<file path="src/rtl/rab_pkg.sv">
package rab_pkg;

  localparam int unsigned PixW   = 8;
  localparam int unsigned LevelW = 9;
  localparam int unsigned WtW    = 16;
  localparam int unsigned CfgIdxW  = 1;
  localparam int unsigned CfgDataW = 9;

  localparam logic [LevelW-1:0] LevelFull = 9'd256;
  localparam logic [PixW-1:0]   AlphaMax  = 8'd255;

  localparam logic [CfgIdxW-1:0] IdxLevel = 1'b0;
  localparam logic [CfgIdxW-1:0] IdxMode  = 1'b1;

  typedef enum logic {
    ModeRgb  = 1'b0,
    ModeRgba = 1'b1
  } mode_e;

  typedef struct packed {
    logic s1;
    logic s2;
    logic s3;
    logic s4;
  } stage_en_t;

endpackage

</file>
<file path="src/rtl/rab_if.sv">
interface rab_in_if;
  logic                       valid;
  logic                       ready;
  logic [rab_pkg::PixW-1:0]   bottom_red;
  logic [rab_pkg::PixW-1:0]   bottom_green;
  logic [rab_pkg::PixW-1:0]   bottom_blue;
  logic [rab_pkg::PixW-1:0]   top_red;
  logic [rab_pkg::PixW-1:0]   top_green;
  logic [rab_pkg::PixW-1:0]   top_blue;
  logic [rab_pkg::PixW-1:0]   top_alpha;

  modport source (
    output valid, bottom_red, bottom_green, bottom_blue,
           top_red, top_green, top_blue, top_alpha,
    input  ready
  );
  modport sink (
    input  valid, bottom_red, bottom_green, bottom_blue,
           top_red, top_green, top_blue, top_alpha,
    output ready
  );
endinterface

interface rab_out_if;
  logic                       valid;
  logic                       ready;
  logic [rab_pkg::PixW-1:0]   out_red;
  logic [rab_pkg::PixW-1:0]   out_green;
  logic [rab_pkg::PixW-1:0]   out_blue;
  logic                       write_enable;

  modport source (
    output valid, out_red, out_green, out_blue, write_enable,
    input  ready
  );
  modport sink (
    input  valid, out_red, out_green, out_blue, write_enable,
    output ready
  );
endinterface

</file>
<file path="src/rtl/rgb_alpha_blend_unit.sv">
// RGB alpha blend unit.
// pix_i carries one bottom pixel, one top pixel and the top alpha per
// transfer; pix_o returns the blended RGB and a write enable per transfer.
// Configuration: cfg_we_i writes cfg_data_i into register cfg_idx_i
// (0 blend level, 1 channel mode) at the clock edge; write only while idle.
// Four register stages: weight/capture, mix multiply, divide-by-255
// estimate, correction into the output register, which drives pix_o.
// Throughput is one pixel per clock while the receiver is ready; every
// stage holds its own valid bit and empty stages fill while the output waits.
// When the receiver stalls, the pipeline keeps advancing into empty stages
// and holds full ones; pix_i.ready drops only once all four stages are full.
// Nothing is lost or repeated.
// Reset empties the pipeline, sets the level to 256 (full opacity) and
// selects three-channel mode.
module rgb_alpha_blend_unit (
  input  logic                            clk_i,
  input  logic                            rst_ni,
  input  logic                            cfg_we_i,
  input  logic [rab_pkg::CfgIdxW-1:0]     cfg_idx_i,
  input  logic [rab_pkg::CfgDataW-1:0]    cfg_data_i,
  rab_in_if.sink                          pix_i,
  rab_out_if.source                       pix_o
);

  logic [rab_pkg::LevelW-1:0] level_q;
  rab_pkg::mode_e             mode_q;

  logic v1_q, v2_q, v3_q, v4_q;
  logic adv1, adv2, adv3, adv4;
  rab_pkg::stage_en_t en;

  logic [rab_pkg::WtW-1:0] wt1;
  logic we1, we2_q, we3_q, we4_q;

  always_ff @(posedge clk_i or negedge rst_ni) begin
    if (!rst_ni) begin
      level_q <= rab_pkg::LevelFull;
      mode_q  <= rab_pkg::ModeRgb;
    end else if (cfg_we_i) begin
      case (cfg_idx_i)
        rab_pkg::IdxLevel: level_q <= cfg_data_i[rab_pkg::LevelW-1:0];
        rab_pkg::IdxMode:  mode_q  <= rab_pkg::mode_e'(cfg_data_i[0]);
        default: ;
      endcase
    end
  end

  always_comb begin
    adv4  = !v4_q || pix_o.ready;
    adv3  = !v3_q || adv4;
    adv2  = !v2_q || adv3;
    adv1  = !v1_q || adv2;
    en.s1 = adv1 && pix_i.valid;
    en.s2 = adv2 && v1_q;
    en.s3 = adv3 && v2_q;
    en.s4 = adv4 && v3_q;
  end

  always_ff @(posedge clk_i or negedge rst_ni) begin
    if (!rst_ni) begin
      v1_q <= 1'b0;
      v2_q <= 1'b0;
      v3_q <= 1'b0;
      v4_q <= 1'b0;
    end else begin
      if (adv1) v1_q <= pix_i.valid;
      if (adv2) v2_q <= v1_q;
      if (adv3) v3_q <= v2_q;
      if (adv4) v4_q <= v3_q;
    end
  end

  always_ff @(posedge clk_i) begin
    if (en.s2) we2_q <= we1;
    if (en.s3) we3_q <= we2_q;
    if (en.s4) we4_q <= we3_q;
  end

  rab_weight u_weight (
    .clk_i   (clk_i),
    .en_i    (en.s1),
    .level_i (level_q),
    .mode_i  (mode_q),
    .alpha_i (pix_i.top_alpha),
    .wt_o    (wt1),
    .we_o    (we1)
  );

  rab_channel u_red (
    .clk_i    (clk_i),
    .en_i     (en),
    .bottom_i (pix_i.bottom_red),
    .top_i    (pix_i.top_red),
    .wt_i     (wt1),
    .out_o    (pix_o.out_red)
  );

  rab_channel u_green (
    .clk_i    (clk_i),
    .en_i     (en),
    .bottom_i (pix_i.bottom_green),
    .top_i    (pix_i.top_green),
    .wt_i     (wt1),
    .out_o    (pix_o.out_green)
  );

  rab_channel u_blue (
    .clk_i    (clk_i),
    .en_i     (en),
    .bottom_i (pix_i.bottom_blue),
    .top_i    (pix_i.top_blue),
    .wt_i     (wt1),
    .out_o    (pix_o.out_blue)
  );

  assign pix_i.ready        = adv1;
  assign pix_o.valid        = v4_q;
  assign pix_o.write_enable = we4_q;

endmodule

</file>
<file path="src/rtl/rab_weight.sv">
module rab_weight (
  input  logic                          clk_i,
  input  logic                          en_i,
  input  logic [rab_pkg::LevelW-1:0]    level_i,
  input  rab_pkg::mode_e                mode_i,
  input  logic [rab_pkg::PixW-1:0]      alpha_i,
  output logic [rab_pkg::WtW-1:0]       wt_o,
  output logic                          we_o
);

  // Weight in units of 1/65280 for both modes.
  logic [rab_pkg::LevelW-1:0]           lvl_sat;
  logic [rab_pkg::PixW-1:0]             a_sel;
  logic [rab_pkg::PixW+rab_pkg::LevelW-1:0] prod;
  logic [rab_pkg::WtW-1:0]              wt_d, wt_q;
  logic                                 we_d, we_q;

  always_comb begin
    lvl_sat = (level_i > rab_pkg::LevelFull) ? rab_pkg::LevelFull : level_i;
    a_sel   = (mode_i == rab_pkg::ModeRgba) ? alpha_i : rab_pkg::AlphaMax;
    prod    = a_sel * lvl_sat;
    wt_d    = prod[rab_pkg::WtW-1:0];
    we_d    = (mode_i == rab_pkg::ModeRgba) ? (alpha_i != '0) : 1'b1;
  end

  always_ff @(posedge clk_i) begin
    if (en_i) begin
      wt_q <= wt_d;
      we_q <= we_d;
    end
  end

  assign wt_o = wt_q;
  assign we_o = we_q;

endmodule

</file>
<file path="src/rtl/rab_channel.sv">
module rab_channel (
  input  logic                      clk_i,
  input  rab_pkg::stage_en_t        en_i,
  input  logic [rab_pkg::PixW-1:0]  bottom_i,
  input  logic [rab_pkg::PixW-1:0]  top_i,
  input  logic [rab_pkg::WtW-1:0]   wt_i,
  output logic [rab_pkg::PixW-1:0]  out_o
);

  localparam int unsigned NumW = 24;
  localparam int unsigned SumW = 26;

  logic [rab_pkg::PixW-1:0] b1_q, t1_q;
  logic [rab_pkg::WtW-1:0]  x2_d, x2_q, x3_q;
  logic [rab_pkg::PixW-1:0] q3_d, q3_q;
  logic [rab_pkg::PixW-1:0] out_d, out_q;

  logic signed [rab_pkg::PixW:0]   diff;
  logic signed [rab_pkg::WtW:0]    wt_s;
  logic signed [SumW-1:0]          prod;
  logic [NumW-1:0]                 base;
  logic signed [SumW-1:0]          sum;
  logic [NumW-1:0]                 recip;
  logic [rab_pkg::WtW-1:0]         rem;

  // Stage 2: num = b*65280 + (t-b)*wt, keep num/256
  always_comb begin
    diff = $signed({1'b0, t1_q}) - $signed({1'b0, b1_q});
    wt_s = $signed({1'b0, wt_i});
    prod = SumW'(diff * wt_s);
    base = {b1_q, 16'h0000} - {8'h00, b1_q, 8'h00};
    sum  = $signed({2'b00, base}) + prod;
    x2_d = sum[rab_pkg::WtW+7:8];
  end

  // Stage 3: estimate x/255 as (x*257)>>16, low by at most one
  always_comb begin
    recip = {8'h00, x2_q} + {x2_q, 8'h00};
    q3_d  = recip[NumW-1:rab_pkg::WtW];
  end

  // Stage 4: remainder correction
  always_comb begin
    rem   = x3_q - {q3_q, 8'h00} + {8'h00, q3_q};
    out_d = (rem >= 16'd255) ? q3_q + 8'd1 : q3_q;
  end

  always_ff @(posedge clk_i) begin
    if (en_i.s1) begin
      b1_q <= bottom_i;
      t1_q <= top_i;
    end
    if (en_i.s2) begin
      x2_q <= x2_d;
    end
    if (en_i.s3) begin
      x3_q <= x2_q;
      q3_q <= q3_d;
    end
    if (en_i.s4) begin
      out_q <= out_d;
    end
  end

  assign out_o = out_q;

endmodule

</file>
<file path="src/flat_wrapper.sv">
// flat-port wrapper written by rule: the top's interface ports become plain ports
module rgb_alpha_blend_unit_flat 
  (clk_i, rst_ni, cfg_we_i, cfg_idx_i, cfg_data_i, pix_i_valid, pix_i_bottom_red, pix_i_bottom_green, pix_i_bottom_blue, pix_i_top_red, pix_i_top_green, pix_i_top_blue, pix_i_top_alpha, pix_i_ready, pix_o_valid, pix_o_out_red, pix_o_out_green, pix_o_out_blue, pix_o_write_enable, pix_o_ready);
  rab_in_if pix_i_i ();
  rab_out_if pix_o_i ();
  input  logic clk_i;
  input  logic rst_ni;
  input  logic cfg_we_i;
  input  logic [rab_pkg::CfgIdxW-1:0] cfg_idx_i;
  input  logic [rab_pkg::CfgDataW-1:0] cfg_data_i;
  input wire logic [$bits(pix_i_i.valid)-1:0] pix_i_valid;
  input wire logic [$bits(pix_i_i.bottom_red)-1:0] pix_i_bottom_red;
  input wire logic [$bits(pix_i_i.bottom_green)-1:0] pix_i_bottom_green;
  input wire logic [$bits(pix_i_i.bottom_blue)-1:0] pix_i_bottom_blue;
  input wire logic [$bits(pix_i_i.top_red)-1:0] pix_i_top_red;
  input wire logic [$bits(pix_i_i.top_green)-1:0] pix_i_top_green;
  input wire logic [$bits(pix_i_i.top_blue)-1:0] pix_i_top_blue;
  input wire logic [$bits(pix_i_i.top_alpha)-1:0] pix_i_top_alpha;
  output wire logic [$bits(pix_i_i.ready)-1:0] pix_i_ready;
  output wire logic [$bits(pix_o_i.valid)-1:0] pix_o_valid;
  output wire logic [$bits(pix_o_i.out_red)-1:0] pix_o_out_red;
  output wire logic [$bits(pix_o_i.out_green)-1:0] pix_o_out_green;
  output wire logic [$bits(pix_o_i.out_blue)-1:0] pix_o_out_blue;
  output wire logic [$bits(pix_o_i.write_enable)-1:0] pix_o_write_enable;
  input wire logic [$bits(pix_o_i.ready)-1:0] pix_o_ready;
  assign pix_i_i.valid = pix_i_valid;
  assign pix_i_i.bottom_red = pix_i_bottom_red;
  assign pix_i_i.bottom_green = pix_i_bottom_green;
  assign pix_i_i.bottom_blue = pix_i_bottom_blue;
  assign pix_i_i.top_red = pix_i_top_red;
  assign pix_i_i.top_green = pix_i_top_green;
  assign pix_i_i.top_blue = pix_i_top_blue;
  assign pix_i_i.top_alpha = pix_i_top_alpha;
  assign pix_i_ready = pix_i_i.ready;
  assign pix_o_valid = pix_o_i.valid;
  assign pix_o_out_red = pix_o_i.out_red;
  assign pix_o_out_green = pix_o_i.out_green;
  assign pix_o_out_blue = pix_o_i.out_blue;
  assign pix_o_write_enable = pix_o_i.write_enable;
  assign pix_o_i.ready = pix_o_ready;
  rgb_alpha_blend_unit u_core (.clk_i(clk_i), .rst_ni(rst_ni), .cfg_we_i(cfg_we_i), .cfg_idx_i(cfg_idx_i), .cfg_data_i(cfg_data_i), .pix_i(pix_i_i), .pix_o(pix_o_i));
endmodule
</file>
<file path="config.mk">
export PLATFORM = sky130hd
export DESIGN_NAME = rgb_alpha_blend_unit_flat
export DESIGN_NICKNAME = d
export VERILOG_FILES = /design/src/rtl/rab_pkg.sv /design/src/rtl/rab_if.sv /design/src/rtl/rgb_alpha_blend_unit.sv /design/src/rtl/rab_weight.sv /design/src/rtl/rab_channel.sv /design/src/flat_wrapper.sv
export SDC_FILE = /design/constraint.sdc
export NUM_CORES = 2
export LEC_CHECK = 0
export BUFFER_PORTS_ARGS = -buffer_cell sky130_fd_sc_hd__buf_2
export CORE_MARGIN = 1
export CORE_UTILIZATION = 55
export DETAILED_ROUTE_END_ITERATION = 12
export PLACE_DENSITY = 0.8
export RECOVER_POWER = 25
export SETUP_SLACK_MARGIN = 0.4
export SYNTH_ARGS = -nofsm -noshare
export SYNTH_HDL_FRONTEND = slang
export SYNTH_SLANG_ARGS = --single-unit
</file>
<file path="constraint.sdc">
create_clock -name clk_i -period 8.2 [get_ports clk_i]
set_clock_uncertainty 0.15 [all_clocks]
set_input_delay 0.41 -clock clk_i [delete_from_list [all_inputs] [get_ports clk_i]]
set_output_delay 0.41 -clock clk_i [all_outputs]
set_load 0.02 [all_outputs]
</file>
==> flow_summary.toml <==
[status]
status = "completed"

[clock_network]
cts_made_buffers = 26
clk_pin_slew_ns = 0.07
cts_max_level = 1
clk_path_buf_depth = 3
cts_root_buf = "clkbuf_16"
cts_setup_buffers = 0
worstSkewPairLatency_ns = 0.57
tritoncts = "done"
cts_sinks = 226

[min_path]
hold_path_class = "in -> reg"
min_from = "pix_i_top_alpha[7]"

[drt]
drtAntennaViolNets = 0
route.vias.total = 20500
dr_wl_met2_um = 33200
routed.top_layer = "met4"
drt_iter0_markers = 1058
post_drt_wl_per_cell_um = 17.0
drcViolationCount = 0
wl_met3_um = 3060
m1WireLength_um = 25200
dr.pass1.iters = 5
drt-total-wl_um = 63600
avgViaCountPerCell = 5.48

[logic_synthesis]
netlist_area_um2 = 28800
yosysTopAreaCell = "fa_1"
ys_ff_latch = 226
ys_top_cells_by_area = "fa_1 (27%), edfxtp_1 (22%), ha_1 (15%)"
post_synth.cell_area_avg_um2 = 9.93
synth_cells = 2902
synth_edf_count = 212
synthArstFlopShare_pct = 6.19
ys_seq_area_share_pct = 23.3
yosys_most_used_dff = "edfxtp_1"
synth_warnings = 0
synth_top_area_share_pct = 27.2
ys_types = 74
synth_fp_nets = 3709

[cells_and_area]
n_antenna_cell = 0
drive_above_1_share_pct = 7.84
fin_area_um2 = 31600
nets = 3850
fillers = 4026
stdcell_count = 3741
area_growth_pct = 9.72

[placed_design]
io_buffers = 97
dp_hpwl_um = 49700
dp_cells = 3635
gp_congestion = 0.916
place_area_um2 = 30100

[die]
die_x_um = 231
io_pins = 98
initial_utilization_pct = 55.9
core.rowCount = 83
die_area_um2 = 53300
core-area_um2 = 51500
die_h_um = 231

[sta]
rsz0062_at_grt = "yes"
fmax_mhz = 134
finalHoldViolCount = 0
tns_ns = 0
final_max_slew_viol_count = 0
max_slew.worst_pin.slew_ns = 1.09
finalCritPeriodShare_pct = 90.9
relSlewSlack_pct = 27.4
min_period_ns = 7.45
setup_viol = 0

[critical_path]
path_max_fanout = 16
crit_path_start = "u_core.u_green.b1_q[1]$_DFFE_PP_"
cp_slowest_cell = "fa_1"
crit_path_max_incr_delay_ns = 0.51
timing.critical_path.mode_cell = "a21o_1"
end_kind = "flop"
arrival_ns = 7.62
worstPathRequired_ns = 8.37
crit_path_start_kind = "flop"
crit_type = "reg -> reg"
r2r-start = "u_core.u_green.b1_q[1]$_DFFE_PP_"

[grt]
overflow = 0
grt_pass1_vias = 22700
grt_pass1_wl_um = 108000
antenna_found_initial = 0
grt_max_degree = 74
grt.total_usage_pct = 24.9

[run]
drv_cap = 0
-- placed cells by master, fill, tap and decap left out, types with 14 or more instances in the layout --
cell,instances
dlygate4sd3_1,60
nand3_1,24
fa_1,392
o21ai_0,48
inv_1,608
edfxtp_1,212
nand2b_1,84
nand2_1,307
a21o_1,41
buf_4,36
ha_1,344
or2_2,26
o21a_1,24
buf_2,87
clkbuf_16,26
nor3_1,30
nand4_1,18
nor2b_1,74
xnor2_1,112
a21oi_1,66
and2_1,71
nor2_1,122
and3_1,14
xor2_1,35
-- path summary, 6_finish.rpt --
check,end,slack [ns],depth (start not counted)
worst max-delay path,u_core.u_green.x2_q[15]$_DFFE_PP_,0.75,28
worst min-delay path,u_core.u_weight.we_o$_SDFFCE_PN1P_,0.02,3
worst max register to register,u_core.u_green.x2_q[15]$_DFFE_PP_,0.75,28
worst min register to register,u_core.we2_q$_DFFE_PP_,0.27,0
max in group asynchronous,u_core.v1_q$_DFFE_PN0N_,7.08,2
min in group asynchronous,u_core.level_q[5]$_DFFE_PN0P_,0.30,2
-- cells by family (layout without fill, tap and decap cells) --
kind of cell	count (synthesis)	count (layout)	synth area share (%)
compound gates	273	273	6.44
xor+xnor	149	149	4.53
fa+ha+maj	736	736	42.2
buf+inv	688	847	8.97
flops	226	226	23.3
mux	17	17	0.647
simple gates	813	813	13.9
-- cell usage after synthesis (24+ instances only) --
cell,n
nand2_1,307
xnor2_1,114
nor3_1,30
o21a_1,24
inv_1,608
edfxtp_1,212
or2_2,26
nand2b_1,84
clkbuf_1,80
nand3_1,24
a21o_1,41
nor2_1,122
ha_1,344
and2_1,74
o21ai_0,48
xor2_1,35
a21oi_1,66
fa_1,392
nor2b_1,75
-- cell type report --
cell class	count	area, um2	area share (%)
clock buffers	29	662	2.09
clock inverters	17	208	0.657
inverters	608	2280	7.22
multi-input cells	1988	19500	61.8
flip-flops and latches	226	6720	21.3
well taps	680	851	2.69
repair buffers	193	1340	4.25
-- routing by layer --
| layer | vias up | track usage [%] |
|---|---|---|
| met5 | - | 0 |
| met4 | 0 | 8.90 |
| met3 | 153 | 3.22 |
| met2 | 601 | 46.0 |
| met1 | 10300 | 29.4 |
| li1 | 9470 | - |
-- worst max-delay path: cells and delay by family (launching register included) --
kind | cells | cell delay, ns
xor gates and xnor gates | 2 | 0.40
buffers and inverters | 3 | 0.27
AOI/OAI and AO/OA | 13 | 2.57
and+or+nand+nor | 3 | 0.48
DFF | 1 | 0.45
adders and majority gates | 7 | 2.91
-- metrics by stage --
stage | hold WS (ns) | util (%) | setup slack, ns
CTS | 0.00106 | 61.3 | 0.549
global route | 0.0409 | 61.4 | 0.349
floorplan | -0.0356 | - | 1.02
finish | 0.0162 | 61.4 | 0.748
global placement | 0.155 | 58.5 | 0.678
detailed placement | 0.174 | 58.5 | 0.544
-- sequential cells by signal, summed over array words and instances, names as in the netlist, 9 cells and up --
| signal | cells |
|---|---|
| u_core.u_green.x2_q | 16 |
| u_core.u_blue.x2_q | 16 |
| u_core.u_green.x3_q | 16 |
| u_core.u_red.x2_q | 16 |
| u_core.u_red.x3_q | 16 |
| u_core.u_weight.wt_o | 16 |
| u_core.u_blue.x3_q | 16 |
| u_core.level_q | 9 |
-- repair_timing --
action / CTS / global route
hold buffers: 60 / 0
resized for setup: 0 / 3
endpoints found under the setup margin: 0 / 10
hold endpoints to repair: 74 / 0
Power is left out: the tool's default activity adds up to more than one toggle a clock period on the data nets, which glitch-free logic cannot reach.
